<file path="src/rtl/s2id_pkg.sv">
// Shared types and constants of the SECS-II data item stream decoder.
package s2id_pkg;

	localparam int unsigned LenW  = 24;
	localparam int unsigned ValW  = 32;
	localparam int unsigned FmtW  = 6;
	localparam int unsigned TdataW = 72;

	localparam logic [1:0]      LEN_COUNT_MASK = 2'h3;
	localparam logic [LenW-1:0] LEN_MAX        = 24'd16777215;

	// Format codes
	localparam logic [FmtW-1:0] F_LIST  = 6'd0;
	localparam logic [FmtW-1:0] F_BIN   = 6'd8;
	localparam logic [FmtW-1:0] F_BOOL  = 6'd9;
	localparam logic [FmtW-1:0] F_ASCII = 6'd16;
	localparam logic [FmtW-1:0] F_U1    = 6'd41;
	localparam logic [FmtW-1:0] F_U2    = 6'd42;
	localparam logic [FmtW-1:0] F_U4    = 6'd44;

	// Result kinds
	localparam logic [1:0] K_HEADER = 2'd0;
	localparam logic [1:0] K_BYTE   = 2'd1;
	localparam logic [1:0] K_VALUE  = 2'd2;
	localparam logic [1:0] K_ERROR  = 2'd3;

	// Error codes
	localparam logic [2:0] E_BAD_COUNT  = 3'd0;
	localparam logic [2:0] E_UNKNOWN    = 3'd1;
	localparam logic [2:0] E_UNEXPECTED = 3'd2;
	localparam logic [2:0] E_INT_LENGTH = 3'd3;
	localparam logic [2:0] E_TRUNCATED  = 3'd4;

	// Configuration register indexes
	localparam logic CFG_CHECK_FORMAT    = 1'b0;
	localparam logic CFG_EXPECTED_FORMAT = 1'b1;

	typedef struct packed {
		logic            check_format;
		logic [FmtW-1:0] expected_format;
	} cfg_t;

	typedef struct packed {
		logic [1:0]      kind;
		logic [FmtW-1:0] item_format;
		logic [LenW-1:0] body_length;
		logic [ValW-1:0] value;
		logic            is_null;
		logic [2:0]      err_code;
		logic            item_done;
	} res_t;

	// Body size of an unsigned integer format, zero for any other format.
	function automatic logic [2:0] int_size(input logic [FmtW-1:0] f);
		logic [2:0] sz;
		sz = 3'd0;
		if (f == F_U1) sz = 3'd1;
		else if (f == F_U2) sz = 3'd2;
		else if (f == F_U4) sz = 3'd4;
		return sz;
	endfunction

endpackage

</file>
<file path="src/rtl/secs2_item_stream_decoder_unit.sv">
// Top level of the SECS-II data item stream decoder.
// Each result is registered in the output stage before the master side sees it.
// Throughput: one byte per cycle; s_axis_tready falls only while two results wait.
// Sound format and leading length bytes, and dropped bytes, give no result.
// Reset clears the parse state, both result entries and the configuration registers.
module secs2_item_stream_decoder_unit import s2id_pkg::*; (
	input  logic              clk,
	input  logic              arst_n,
	input  logic              s_axis_tvalid,
	output logic              s_axis_tready,
	input  logic [7:0]        s_axis_tdata,   // [7:0] in_byte
	input  logic              s_axis_tlast,   // end_of_buffer
	output logic              m_axis_tvalid,
	input  logic              m_axis_tready,
	// [5:0] item_format, [29:6] body_length, [61:30] value, [62] is_null,
	// [65:63] err_code, [71:66] zero
	output logic [TdataW-1:0] m_axis_tdata,
	output logic [1:0]        m_axis_tuser,   // [1:0] kind
	output logic              m_axis_tlast,   // item_done
	input  logic              cfg_valid,
	output logic              cfg_ready,
	input  logic              cfg_index,
	input  logic [FmtW-1:0]   cfg_data
);

	cfg_t cfg_q;
	logic in_accept;
	logic res_valid;
	res_t res;
	res_t out_res;

	assign cfg_ready = 1'b1;
	assign in_accept = s_axis_tvalid && s_axis_tready;

	always_ff @(posedge clk or negedge arst_n) begin
		if (!arst_n) begin
			cfg_q <= '0;
		end else if (cfg_valid) begin
			case (cfg_index)
				CFG_CHECK_FORMAT:    cfg_q.check_format <= cfg_data[0];
				CFG_EXPECTED_FORMAT: cfg_q.expected_format <= cfg_data;
				default:             cfg_q <= cfg_q;
			endcase
		end
	end

	s2id_decoder u_decoder (
		.clk           (clk),
		.arst_n        (arst_n),
		.in_accept     (in_accept),
		.in_byte       (s_axis_tdata),
		.end_of_buffer (s_axis_tlast),
		.cfg           (cfg_q),
		.res_valid     (res_valid),
		.res           (res)
	);

	s2id_out_stage u_out_stage (
		.clk        (clk),
		.arst_n     (arst_n),
		.push       (res_valid),
		.push_res   (res),
		.push_ready (s_axis_tready),
		.out_valid  (m_axis_tvalid),
		.out_ready  (m_axis_tready),
		.out_res    (out_res)
	);

	assign m_axis_tdata = {6'b0, out_res.err_code, out_res.is_null, out_res.value,
		out_res.body_length, out_res.item_format};
	assign m_axis_tuser = out_res.kind;
	assign m_axis_tlast = out_res.item_done;

endmodule

</file>
<file path="src/rtl/s2id_decoder.sv">
// Byte-at-a-time item parser: holds the decode state and forms at most one result per byte.
module s2id_decoder import s2id_pkg::*; (
	input  logic       clk,
	input  logic       arst_n,
	input  logic       in_accept,
	input  logic [7:0] in_byte,
	input  logic       end_of_buffer,
	input  cfg_t       cfg,
	output logic       res_valid,
	output res_t       res
);

	typedef enum logic [1:0] {PH_FORMAT, PH_LENGTH, PH_BODY, PH_DROP} phase_t;

	phase_t          phase_q, phase_d;
	logic [FmtW-1:0] fmt_q, fmt_d;
	logic [1:0]      len_left_q, len_left_d;
	logic [LenW-1:0] len_acc_q, len_acc_d;
	logic [LenW-1:0] body_left_q, body_left_d;
	logic [ValW-1:0] val_q, val_d;
	logic            produce;

	logic [LenW-1:0] len_new;
	logic [2:0]      sz;
	logic            known;
	logic            fail_phase_drop;

	assign len_new = {len_acc_q[LenW-9:0], in_byte};
	assign sz      = int_size(fmt_q);
	assign known   = (fmt_q == F_BIN) || (fmt_q == F_BOOL) || (fmt_q == F_ASCII) || (sz != 3'd0);
	assign fail_phase_drop = !end_of_buffer;

	always_comb begin
		phase_d     = phase_q;
		fmt_d       = fmt_q;
		len_left_d  = len_left_q;
		len_acc_d   = len_acc_q;
		body_left_d = body_left_q;
		val_d       = val_q;
		produce     = 1'b0;
		res         = '0;
		res.item_format = fmt_q;
		case (phase_q)
			PH_FORMAT: begin
				fmt_d       = in_byte[7:2];
				len_acc_d   = '0;
				body_left_d = '0;
				val_d       = '0;
				len_left_d  = in_byte[1:0] & LEN_COUNT_MASK;
				res.item_format = in_byte[7:2];
				if ((in_byte[1:0] & LEN_COUNT_MASK) == 2'd0) begin
					produce = 1'b1;
					res.kind = K_ERROR;
					res.err_code = E_BAD_COUNT;
					res.item_done = 1'b1;
					phase_d = fail_phase_drop ? PH_DROP : PH_FORMAT;
				end else if (end_of_buffer) begin
					produce = 1'b1;
					res.kind = K_ERROR;
					res.err_code = E_TRUNCATED;
					res.item_done = 1'b1;
					phase_d = PH_FORMAT;
				end else begin
					phase_d = PH_LENGTH;
				end
			end
			PH_LENGTH: begin
				len_acc_d  = len_new & LEN_MAX;
				len_left_d = len_left_q - 2'd1;
				if (len_left_q == 2'd1) begin
					// Length complete: checks run in a fixed order.
					produce = 1'b1;
					res.body_length = len_new;
					res.item_done = 1'b1;
					if (cfg.check_format && (fmt_q != cfg.expected_format)) begin
						res.kind = K_ERROR;
						res.err_code = E_UNEXPECTED;
						phase_d = fail_phase_drop ? PH_DROP : PH_FORMAT;
					end else if (fmt_q == F_LIST) begin
						res.kind = K_HEADER;
						phase_d = PH_FORMAT;
					end else if (known) begin
						if (len_new == '0) begin
							res.kind = K_HEADER;
							res.is_null = (sz != 3'd0);
							phase_d = PH_FORMAT;
						end else if ((sz != 3'd0) && (len_new != {{(LenW-3){1'b0}}, sz})) begin
							res.kind = K_ERROR;
							res.err_code = E_INT_LENGTH;
							phase_d = fail_phase_drop ? PH_DROP : PH_FORMAT;
						end else if (end_of_buffer) begin
							res.kind = K_ERROR;
							res.err_code = E_TRUNCATED;
							phase_d = PH_FORMAT;
						end else begin
							res.kind = K_HEADER;
							res.item_done = 1'b0;
							body_left_d = len_new;
							val_d = '0;
							phase_d = PH_BODY;
						end
					end else begin
						res.kind = K_ERROR;
						res.err_code = E_UNKNOWN;
						phase_d = fail_phase_drop ? PH_DROP : PH_FORMAT;
					end
				end else if (end_of_buffer) begin
					produce = 1'b1;
					res.kind = K_ERROR;
					res.err_code = E_TRUNCATED;
					res.item_done = 1'b1;
					phase_d = PH_FORMAT;
				end
			end
			PH_BODY: begin
				body_left_d = body_left_q - 24'd1;
				res.body_length = len_acc_q;
				if (sz != 3'd0) begin
					val_d = {val_q[ValW-9:0], in_byte};
					if (body_left_q == 24'd1) begin
						produce = 1'b1;
						res.kind = K_VALUE;
						res.value = {val_q[ValW-9:0], in_byte};
						res.item_done = 1'b1;
						phase_d = PH_FORMAT;
					end else if (end_of_buffer) begin
						produce = 1'b1;
						res.kind = K_ERROR;
						res.err_code = E_TRUNCATED;
						res.item_done = 1'b1;
						phase_d = PH_FORMAT;
					end
				end else begin
					produce = 1'b1;
					if (body_left_q == 24'd1) begin
						res.kind = K_BYTE;
						res.value = {{(ValW-8){1'b0}}, in_byte};
						res.item_done = 1'b1;
						phase_d = PH_FORMAT;
					end else if (end_of_buffer) begin
						res.kind = K_ERROR;
						res.err_code = E_TRUNCATED;
						res.item_done = 1'b1;
						phase_d = PH_FORMAT;
					end else begin
						res.kind = K_BYTE;
						res.value = {{(ValW-8){1'b0}}, in_byte};
					end
				end
			end
			PH_DROP: begin
				if (end_of_buffer) begin
					phase_d = PH_FORMAT;
				end
			end
			default: begin
				phase_d = PH_FORMAT;
			end
		endcase
	end

	assign res_valid = in_accept && produce;

	always_ff @(posedge clk or negedge arst_n) begin
		if (!arst_n) begin
			phase_q     <= PH_FORMAT;
			fmt_q       <= '0;
			len_left_q  <= '0;
			len_acc_q   <= '0;
			body_left_q <= '0;
			val_q       <= '0;
		end else if (in_accept) begin
			phase_q     <= phase_d;
			fmt_q       <= fmt_d;
			len_left_q  <= len_left_d;
			len_acc_q   <= len_acc_d;
			body_left_q <= body_left_d;
			val_q       <= val_d;
		end
	end

`ifndef NO_ASSERTIONS
	a_body_owed: assert property (@(posedge clk) disable iff (!arst_n)
		phase_q == PH_BODY |-> body_left_q != '0)
		else $error("body phase with no bytes owed");
	a_len_owed: assert property (@(posedge clk) disable iff (!arst_n)
		phase_q == PH_LENGTH |-> len_left_q != 2'd0)
		else $error("length phase with no length bytes owed");
	a_err_leaves: assert property (@(posedge clk) disable iff (!arst_n)
		res_valid && res.kind == K_ERROR |=> phase_q == PH_FORMAT || phase_q == PH_DROP)
		else $error("error did not end the item");
	a_done_restarts: assert property (@(posedge clk) disable iff (!arst_n)
		res_valid && res.item_done && res.kind != K_ERROR |=> phase_q == PH_FORMAT)
		else $error("finished item did not return to the format byte");
`endif

endmodule

</file>
<file path="src/rtl/s2id_out_stage.sv">
// Result register with a skid entry, so the parser keeps taking bytes while a result waits.
module s2id_out_stage import s2id_pkg::*; (
	input  logic clk,
	input  logic arst_n,
	input  logic push,
	input  res_t push_res,
	output logic push_ready,
	output logic out_valid,
	input  logic out_ready,
	output res_t out_res
);

	logic main_valid_q;
	logic skid_valid_q;
	res_t main_q;
	res_t skid_q;
	logic main_free;

	assign main_free  = !main_valid_q || out_ready;
	assign push_ready = !skid_valid_q;
	assign out_valid  = main_valid_q;
	assign out_res    = main_q;

	always_ff @(posedge clk or negedge arst_n) begin
		if (!arst_n) begin
			main_valid_q <= 1'b0;
			skid_valid_q <= 1'b0;
		end else if (main_free) begin
			if (skid_valid_q) begin
				main_valid_q <= 1'b1;
				skid_valid_q <= 1'b0;
			end else begin
				main_valid_q <= push;
			end
		end else if (push) begin
			skid_valid_q <= 1'b1;
		end
	end

	always_ff @(posedge clk) begin
		if (main_free) begin
			main_q <= skid_valid_q ? skid_q : push_res;
		end else if (push) begin
			skid_q <= push_res;
		end
	end

`ifndef NO_ASSERTIONS
	a_skid_behind_main: assert property (@(posedge clk) disable iff (!arst_n)
		skid_valid_q |-> main_valid_q)
		else $error("skid entry holds a result while the output register is empty");
	a_no_overflow: assert property (@(posedge clk) disable iff (!arst_n)
		push |-> !skid_valid_q)
		else $error("result pushed while both entries are full");
	a_skid_on_stall: assert property (@(posedge clk) disable iff (!arst_n)
		$rose(skid_valid_q) |-> $past(main_valid_q && !out_ready && push))
		else $error("skid entry filled without a stalled output");
`endif

endmodule
</file>
<file path="config.mk">
export PLATFORM = sky130hd
export DESIGN_NAME = secs2_item_stream_decoder_unit
export DESIGN_NICKNAME = d
export VERILOG_FILES = /design/src/rtl/s2id_pkg.sv /design/src/rtl/secs2_item_stream_decoder_unit.sv /design/src/rtl/s2id_decoder.sv /design/src/rtl/s2id_out_stage.sv
export SDC_FILE = /design/constraint.sdc
export NUM_CORES = 1
export LEC_CHECK = 0
export BUFFER_PORTS_ARGS = -buffer_cell sky130_fd_sc_hd__buf_2
export CORE_ASPECT_RATIO = 0.7
export CORE_MARGIN = 1.5
export CORE_UTILIZATION = 54
export DETAILED_ROUTE_END_ITERATION = 10
export GPL_TIMING_DRIVEN = 0
export PLACE_DENSITY = 0.77
export SLEW_MARGIN = 40
export SYNTH_ARGS = -nofsm -noshare
export SYNTH_HDL_FRONTEND = slang
export SYNTH_SLANG_ARGS = --single-unit
</file>
<file path="constraint.sdc">
create_clock -name clk -period 5.8 [get_ports clk]
set_input_delay 0.29 -clock clk [delete_from_list [all_inputs] [get_ports clk]]
set_output_delay 0.29 -clock clk [all_outputs]
set_load 0.02 [all_outputs]
</file>
* Word level (Yosys, flattened, before mapping)
Cells that the tools add are included.
** Cells by class
- Reduce and logical (&&, ||, !) cells :: 24
- Muxes and demuxes :: 86
- Eq/ne operators :: 21
- Divide/modulo/power cells :: 0
- Order comparisons :: 0
- Add/subtract/negate cells :: 2
- Shift operators :: 0
- Bitwise operators :: 2
- Multiply operators :: 0
** Operators with widths (count)
- $mux 24 :: 16
- $pmux 24 s3 :: 2
- $mux 32 :: 4
- $pmux 24 s2 :: 2
- $mux 69 :: 1
- $mux 2 :: 23
- $eq 24x1->1 const B :: 1
- $logic_not 24->1 :: 1
- $mux 3 :: 8
- $ne 24x3->1 :: 1
- $sub 24x1->24 const B :: 1
- $eq 6x6->1 const B :: 3
- $mux 1 :: 18
- $mux 4 :: 4
- $eq 6x4->1 const B :: 2
- $pmux 4 s3 :: 1
- $ne 2x2->1 const B :: 5
- $reduce_and 10->1 :: 1
- $reduce_and 9->1 :: 1
- $mux 8 :: 1
- $pmux 2 s4 :: 1
- $reduce_and 2->1 :: 4
- $eq 6x5->1 const B :: 1
- $logic_not 6->1 :: 1
- other kinds (17) :: 32
** Storage, ports and cells
- Word-level logic and storage cells :: 159
- Memories kept :: 0
- Output and inout port bits :: 78
- RAM bits :: 0
- Memory bits (read-only) :: 0
- Latch bits :: 0
- Register bits :: 229

* Longest topological paths before layout
- Depth in word-level cells :: 14
- Depth in mapped cells :: 11
- Depth with buffers taken out :: 9

* Hierarchy
Synthesis repeated with hierarchy kept, for this count alone.
** Unflattened totals
- Cells, all modules :: 912
- Area total of the unflattened synthesis :: 11334.6 µm²
** Modules (own cells, without submodules)
- s2id_decoder :: sequential area each 2052.0 µm², cells each 662, area each 5564.1 µm², times used 1
- s2id_out_stage :: sequential area each 4194.0 µm², cells each 224, area each 5406.4 µm², times used 1
- secs2_item_stream_decoder_unit :: sequential area each 175.2 µm², cells each 26, area each 364.1 µm², times used 1

* Worst setup path after synthesis
No wires, ideal clock.
- Path kind :: reg2reg
- From :: register u_out_stage.main_valid_q, in the netlist u_out_stage.out_valid
- To :: register u_out_stage.skid_q[0] (netlist name), enable pin
- Data required time :: 5.296 ns
- Library setup time :: 0.504 ns
- Stages on the path, launching flop included :: 3
- Arrival :: 5.346 ns
- Clock period less this slack :: 5.850 ns
- Setup slack :: -0.050 ns
- Path through :: dfrtp_1 > nand2b_1 > nor2b_1
** Between the ends
- Cells in the longest elaborated chain, start to end :: 4
** Ends and longest elaborated chain
- start: declaration :: line s2id_out_stage.sv:13 : logic main_valid_q;
- start signal: assignment :: line s2id_out_stage.sv:33 : main_valid_q <= push;
- $logic_not 1->1 :: line s2id_out_stage.sv:19 : assign main_free = !main_valid_q || out_ready;
- $logic_or 1x1->1 :: line s2id_out_stage.sv:19
- net u_out_stage.main_free :: line s2id_out_stage.sv:17 : logic main_free;
- $not 1->1 (no line)
- $reduce_and 2->1 (no line)
- end signal: assignment :: line s2id_out_stage.sv:44 : skid_q <= push_res;
- end: declaration :: line s2id_out_stage.sv:16 : res_t skid_q;
The timed path passes the listed nets, and every way through them passes these cells.
A chain may end at the register's enable or synchronous reset.

* Worst setup path after layout
- From :: register u_decoder.body_left_q[1]
- To :: register u_out_stage.skid_q[25] (netlist name), enable pin
** Between the ends
- Cells in the longest elaborated chain, start to end :: 6
** Ends and longest elaborated chain
- start: declaration :: line s2id_decoder.sv:19 : logic [LenW-1:0] body_left_q, body_left_d;
- start signal: assignment :: line s2id_decoder.sv:177 : body_left_q <= body_left_d;
- $eq 24x1->1 :: line s2id_decoder.sv:120 : if (body_left_q == 24'd1) begin
- $mux 1 :: line s2id_decoder.sv:120
- $mux 1 :: line s2id_decoder.sv:118 : if (sz != 3'd0) begin
- $pmux 1 s3 :: line s2id_decoder.sv:43 : case (phase_q)
- $logic_and 1x1->1 :: line s2id_decoder.sv:162 : assign res_valid = in_accept && produce;
- $reduce_and 2->1 (no line)
Every way passes these cells.

==> results by stage <==
Worst setup path:
- The worst reg2reg path endpoint is u_out_stage.skid_q[25]$_DFFE_PP_.
- For this design, the slowest cell found on the critical path is nor3_1.
- Traced cell by cell, the critical path runs through inv_1 > ha_1 > nor4b_1 > nand4_1 > nor3_1 > o31ai_1 > a211oi_1 > nor2b_4 > buf_8 > buf_16 > buf_16.
- The cell repeated most along the worst path is buf_16.
- Data arrives at the worst endpoint at ~3700 ps.
- The number of buffers and inverters on the critical path is 4.
- The number of cells on the worst reg-to-reg path is 11.
- The required time at the worst-slack endpoint is 6020 ps.
- The highest fanout seen on the critical path is 22.
- The endpoint kind of the worst setup timing path is a register.
- The type of origin of the critical path is a register.
- On the critical path the largest part of the delay comes from simple AND/OR/NAND/NOR gates.
- The launch point of the worst reg-to-reg path is u_decoder.body_left_q[1]$_DFFE_PN0P_.
- In this design, the stage delay of the slowest critical-path cell is roughly 470 ps.
- The worst setup path is of the register to register kind.
- Setup slack on the worst reg-to-reg path comes out at ~2400 ps.

Timing:
- The total negative slack for setup checks is 0 ps.
- The final count of pins violating max slew is 0.
- In the finished design, the share of the clock period the worst path needs comes to between 50% and 60%.
- Setup slack on the critical path of the routed design comes to between 2000 and 2500 ps.
- The tightest hold path in the finished design has a slack of between 10 and 15 ps.
- The headroom to the max-slew limit is ~47%.
- Setup repair after global routing left no endpoint under its margin.
- At the pin with the least slew margin, the transition time is just under 800 ps.
- Setup violations remaining at the end of the flow were counted as 0.
- Derived from the worst setup path, the maximum achievable clock frequency is between 0.2 and 0.3 GHz.
- The count of final hold-check violations was 0.
- The clock skew after layout is 17.15 ps.
- The clock period minus worst slack is 3430 ps.

Synth:
- The synthesized design contains approximately 230 register bits.
- By area the synthesized netlist is led by edfxtp_1 39%, dfrtp_1 22%, mux2_2 5.1%, nand2_1 3.6%, a22o_1 3.4%.
- The number of distinct library cell variants in the gate-level netlist after synthesis is 67.
- The top cell type by area accounts for slightly below 40% of the synthesized area.
- The average size of a mapped cell is between 10 and 15 um^2.
- Counting flops with an async set or reset pin after synthesis yields a share of ~40%.
- Among all flip-flop cells after synthesis, the most frequent one is edfxtp_1.
- The synthesized netlist occupies a cell area of 10510 um^2.
- The total number of yosys warnings is 0.
- The number of flops mapped to enable cells by yosys is roughly 140.
- The register area share after synthesis is between 60% and 70%.
- The most common cell in the synthesized netlist is edfxtp_1.
- Sorting the synthesized cells by how often they occur yields 138 x edfxtp_1, 102 x nand2_1, 91 x dfrtp_1.
- The cell count after synthesis is 873.
- The largest total area in the synthesized netlist belongs to edfxtp_1.

Die:
- The count of pins on the block boundary is 99.
- The floorplan step defined a die boundary enclosing 20320 um^2.
- For this configuration, the core starts out at a cell density of between 50 and 60%.
- The floorplan has 42 rows.
- The height of the die is 119.7 um.
- The die width is between 150 and 200 um.
- The region available for standard cell placement spans around 19000 um^2.

Clock network:
- After clock tree synthesis, the clock-pin slew on the worst setup and hold paths is approximately 70 ps.
- The clock latency of the later-clocked register in the worst-skew pair is roughly 520 ps.
- The clock drives around 230 sinks.
- The TritonCTS clock tree is done.
- The H-tree depth is 1.
- The buffer depth of the longest clock path is 3.
- Buffers inserted during clock tree synthesis total 22.
- Buffers added to address setup during post-CTS repair amount to 0.
- The tree is rooted in a clkbuf_16.

Detailed routing:
- The routed layout has 7730 vias.
- The first TritonRoute pass finished after 5 iterations.
- The vias per cell is a little over 6.
- In the routed design, unresolved DRC markers number 0.
- The detailed router's first-iteration violation count is 850.
- The total detailed-routing wirelength is about 26 mm.
- The number of antenna-violating nets in the routed design is 0.
- Dividing the detail-routed wire length by the instance count gives approximately 20 um.

Power:
- For this design the total switching power over the nets is roughly 2.3 mW.
- Of the total power, combinational logic draws roughly 38%.
- Across the VDD grid, the largest voltage drop is approximately 0.21 mV.
- The total power is 5.999 mW.
- The internal power component is 3.656 mW.
- The power per cell area is 494.5 nW/um^2.
- Net switching is about two fifths of the power.
- For this design the static power due to leakage is a little under 5 nW.
- Of the total power, registers draw about 40%.
- In this run, the clock network consumes 22.5% of the power.

Min path:
- The start point of the worst hold path is cfg_data[2].
- For hold timing, the worst endpoint is cfg_q[2]$_DFFE_PN0P_.
- The path category of the worst min-delay check is input pin to register.
- The worst hold path depth is 2.

Global routing:
- Entering global routing, the biggest net connects 59 pins.
- The total track usage is between 20% and 30%.
- The total overflow reported by the global router is 0.
- The number of antenna violations at the first check in global routing was 0.
- The wire length of the first global-routing pass is approximately 39 mm.
- The number of global-route vias before repair is about 7000.

Placement:
- The count of buffers from port buffering is 89.
- Summed over all nets, the half-perimeter wirelength after detailed placement is approximately 17 mm.
- Once placement finished, the instance area stood at 11460 um^2.
- The worst slack at placement is 2502 ps.
- The final weighted congestion in routability-driven placement is 0.9568.

Flow run:
- The tool flagged a number of max-cap violations equal to 0.

Final layout:
- The area of all placed cells without fillers is between 10000 and 15000 um^2.
- After the last flow step, the layout net total stands at between 1000 and 1500.
- The area growth from synthesis to layout is 15.41%.
- The area occupied by multi-input gates is roughly 3700 um^2.
- 0 antenna diodes ended up in the layout.
- Cells with a size suffix above 1 make up around a fifth of the layout.
- The filler cell count in the final layout is ~1500.
- Summing all flip-flop and latch instances after layout gives approximately 6400 um^2.

Run status:
- The flow ran to the end, and the final reports show no timing, DRC or antenna violations.
## sequential cells by signal, indices dropped and copies added, names as in the netlist
name	cells
u_out_stage.skid_q	69
u_out_stage.out_valid	1
u_decoder.len_left_q	2
u_decoder.fmt_q	6
u_decoder.body_left_q	24
cfg_q	7
u_out_stage.out_res	69
u_decoder.len_acc_q	24
u_out_stage.skid_valid_q	1
u_decoder.phase_q	2
u_decoder.val_q	24
## final cells by class
class                           count  share of cell area, %
Clock inverter                     13                 0.7941
Clock buffer                       26                  4.662
Multi-Input combinational cell    558                  30.65
Timing Repair Buffer               96                  4.899
Buffer                             66                  2.568
Tap cell                          264                  2.723
Inverter                           25                 0.7735
Sequential cell                   229                  52.93
## worst max-delay path by stage
stage / startpoint / endpoint / slack (ps) / cells after the start
after detailed placement: u_decoder.body_left_q[1]$_DFFE_PN0P_ / u_out_stage.skid_q[48]$_DFFE_PP_ / 2500 / 11
after global routing: u_decoder.body_left_q[1]$_DFFE_PN0P_ / u_out_stage.skid_q[25]$_DFFE_PP_ / 2140 / 11
final: u_decoder.body_left_q[1]$_DFFE_PN0P_ / u_out_stage.skid_q[25]$_DFFE_PP_ / 2370 / 11
after CTS: u_decoder.body_left_q[1]$_DFFE_PN0P_ / u_out_stage.skid_q[24]$_DFFE_PP_ / 2440 / 11
after global placement: u_decoder.body_left_q[1]$_DFFE_PN0P_ / u_out_stage.skid_q[48]$_DFFE_PP_ / -1270 / 8
after floorplan: u_decoder.body_left_q[1]$_DFFE_PN0P_ / u_out_stage.skid_q[0]$_DFFE_PP_ / 510 / 8
## routing by layer
layer  up-vias  part of all wire [%]  wire length (um)  track usage, %
met2       443                    42             10680           35.35
met5         -                     0                 0               0
met1      3768                    45             11580           39.82
met3        46                    11              2715           5.343
li1       3473                     -                 -               -
met4         0                   2.2               569           6.527
## kinds of logic after synthesis
kind of cell / Yosys count / synth area share, %
AOI/OAI and AO/OA: 212 / 14.96
xor gates and xnor gates: 15 / 1.250
adders and majority gates: 8 / 0.9523
buffers and inverters: 91 / 3.857
DFF: 229 / 61.09
muxes: 57 / 5.999
other: 2 / 0.07145
and+or+nand+nor: 259 / 11.82
## timing repair
| action | in CTS | in global routing |
|---|---|---|
| hold endpoints to repair | 33 | 0 |
| hold buffers | 1 | 0 |
| gates resized for setup | 0 | 0 |
## through the flow
stage	util, %	std cells
6_report	63.95	1277
2_1_floorplan	-	878
3_3_place_gp	59.61	1231
5_1_grt	63.95	1277
3_5_place_dp	60.41	1237
4_1_cts	63.95	1277
## placed cells by master, fill, tap and decap left out, types with 12 or more instances in the layout
master | synthesis | layout
a21oi_1 | 15 | 15
clkbuf_16 | 0 | 22
mux2_2 | 48 | 48
dfrtp_1 | 91 | 91
o21ai_0 | 22 | 22
a22o_1 | 41 | 41
buf_2 | 9 | 97
nand2_1 | 102 | 102
clkbuf_1 | 43 | 47
inv_1 | 23 | 23
and2_1 | 27 | 27
nor3_1 | 16 | 16
a22oi_1 | 36 | 36
o21ai_1 | 12 | 12
o31ai_1 | 44 | 44
nor2_1 | 63 | 63
edfxtp_1 | 138 | 138
## power by group through the flow
stage / Combinational (mW) / Clock (mW) / Sequential (mW)
floorplan: 1.33 / 0 / 2.60
global placement: 2.12 / 0 / 2.43
detailed placement: 2.19 / 0 / 2.42
CTS: 2.21 / 1.36 / 2.39
global route: 2.43 / 1.43 / 2.43
finish: 2.25 / 1.35 / 2.40
Power figures use the tool's default switching activity.
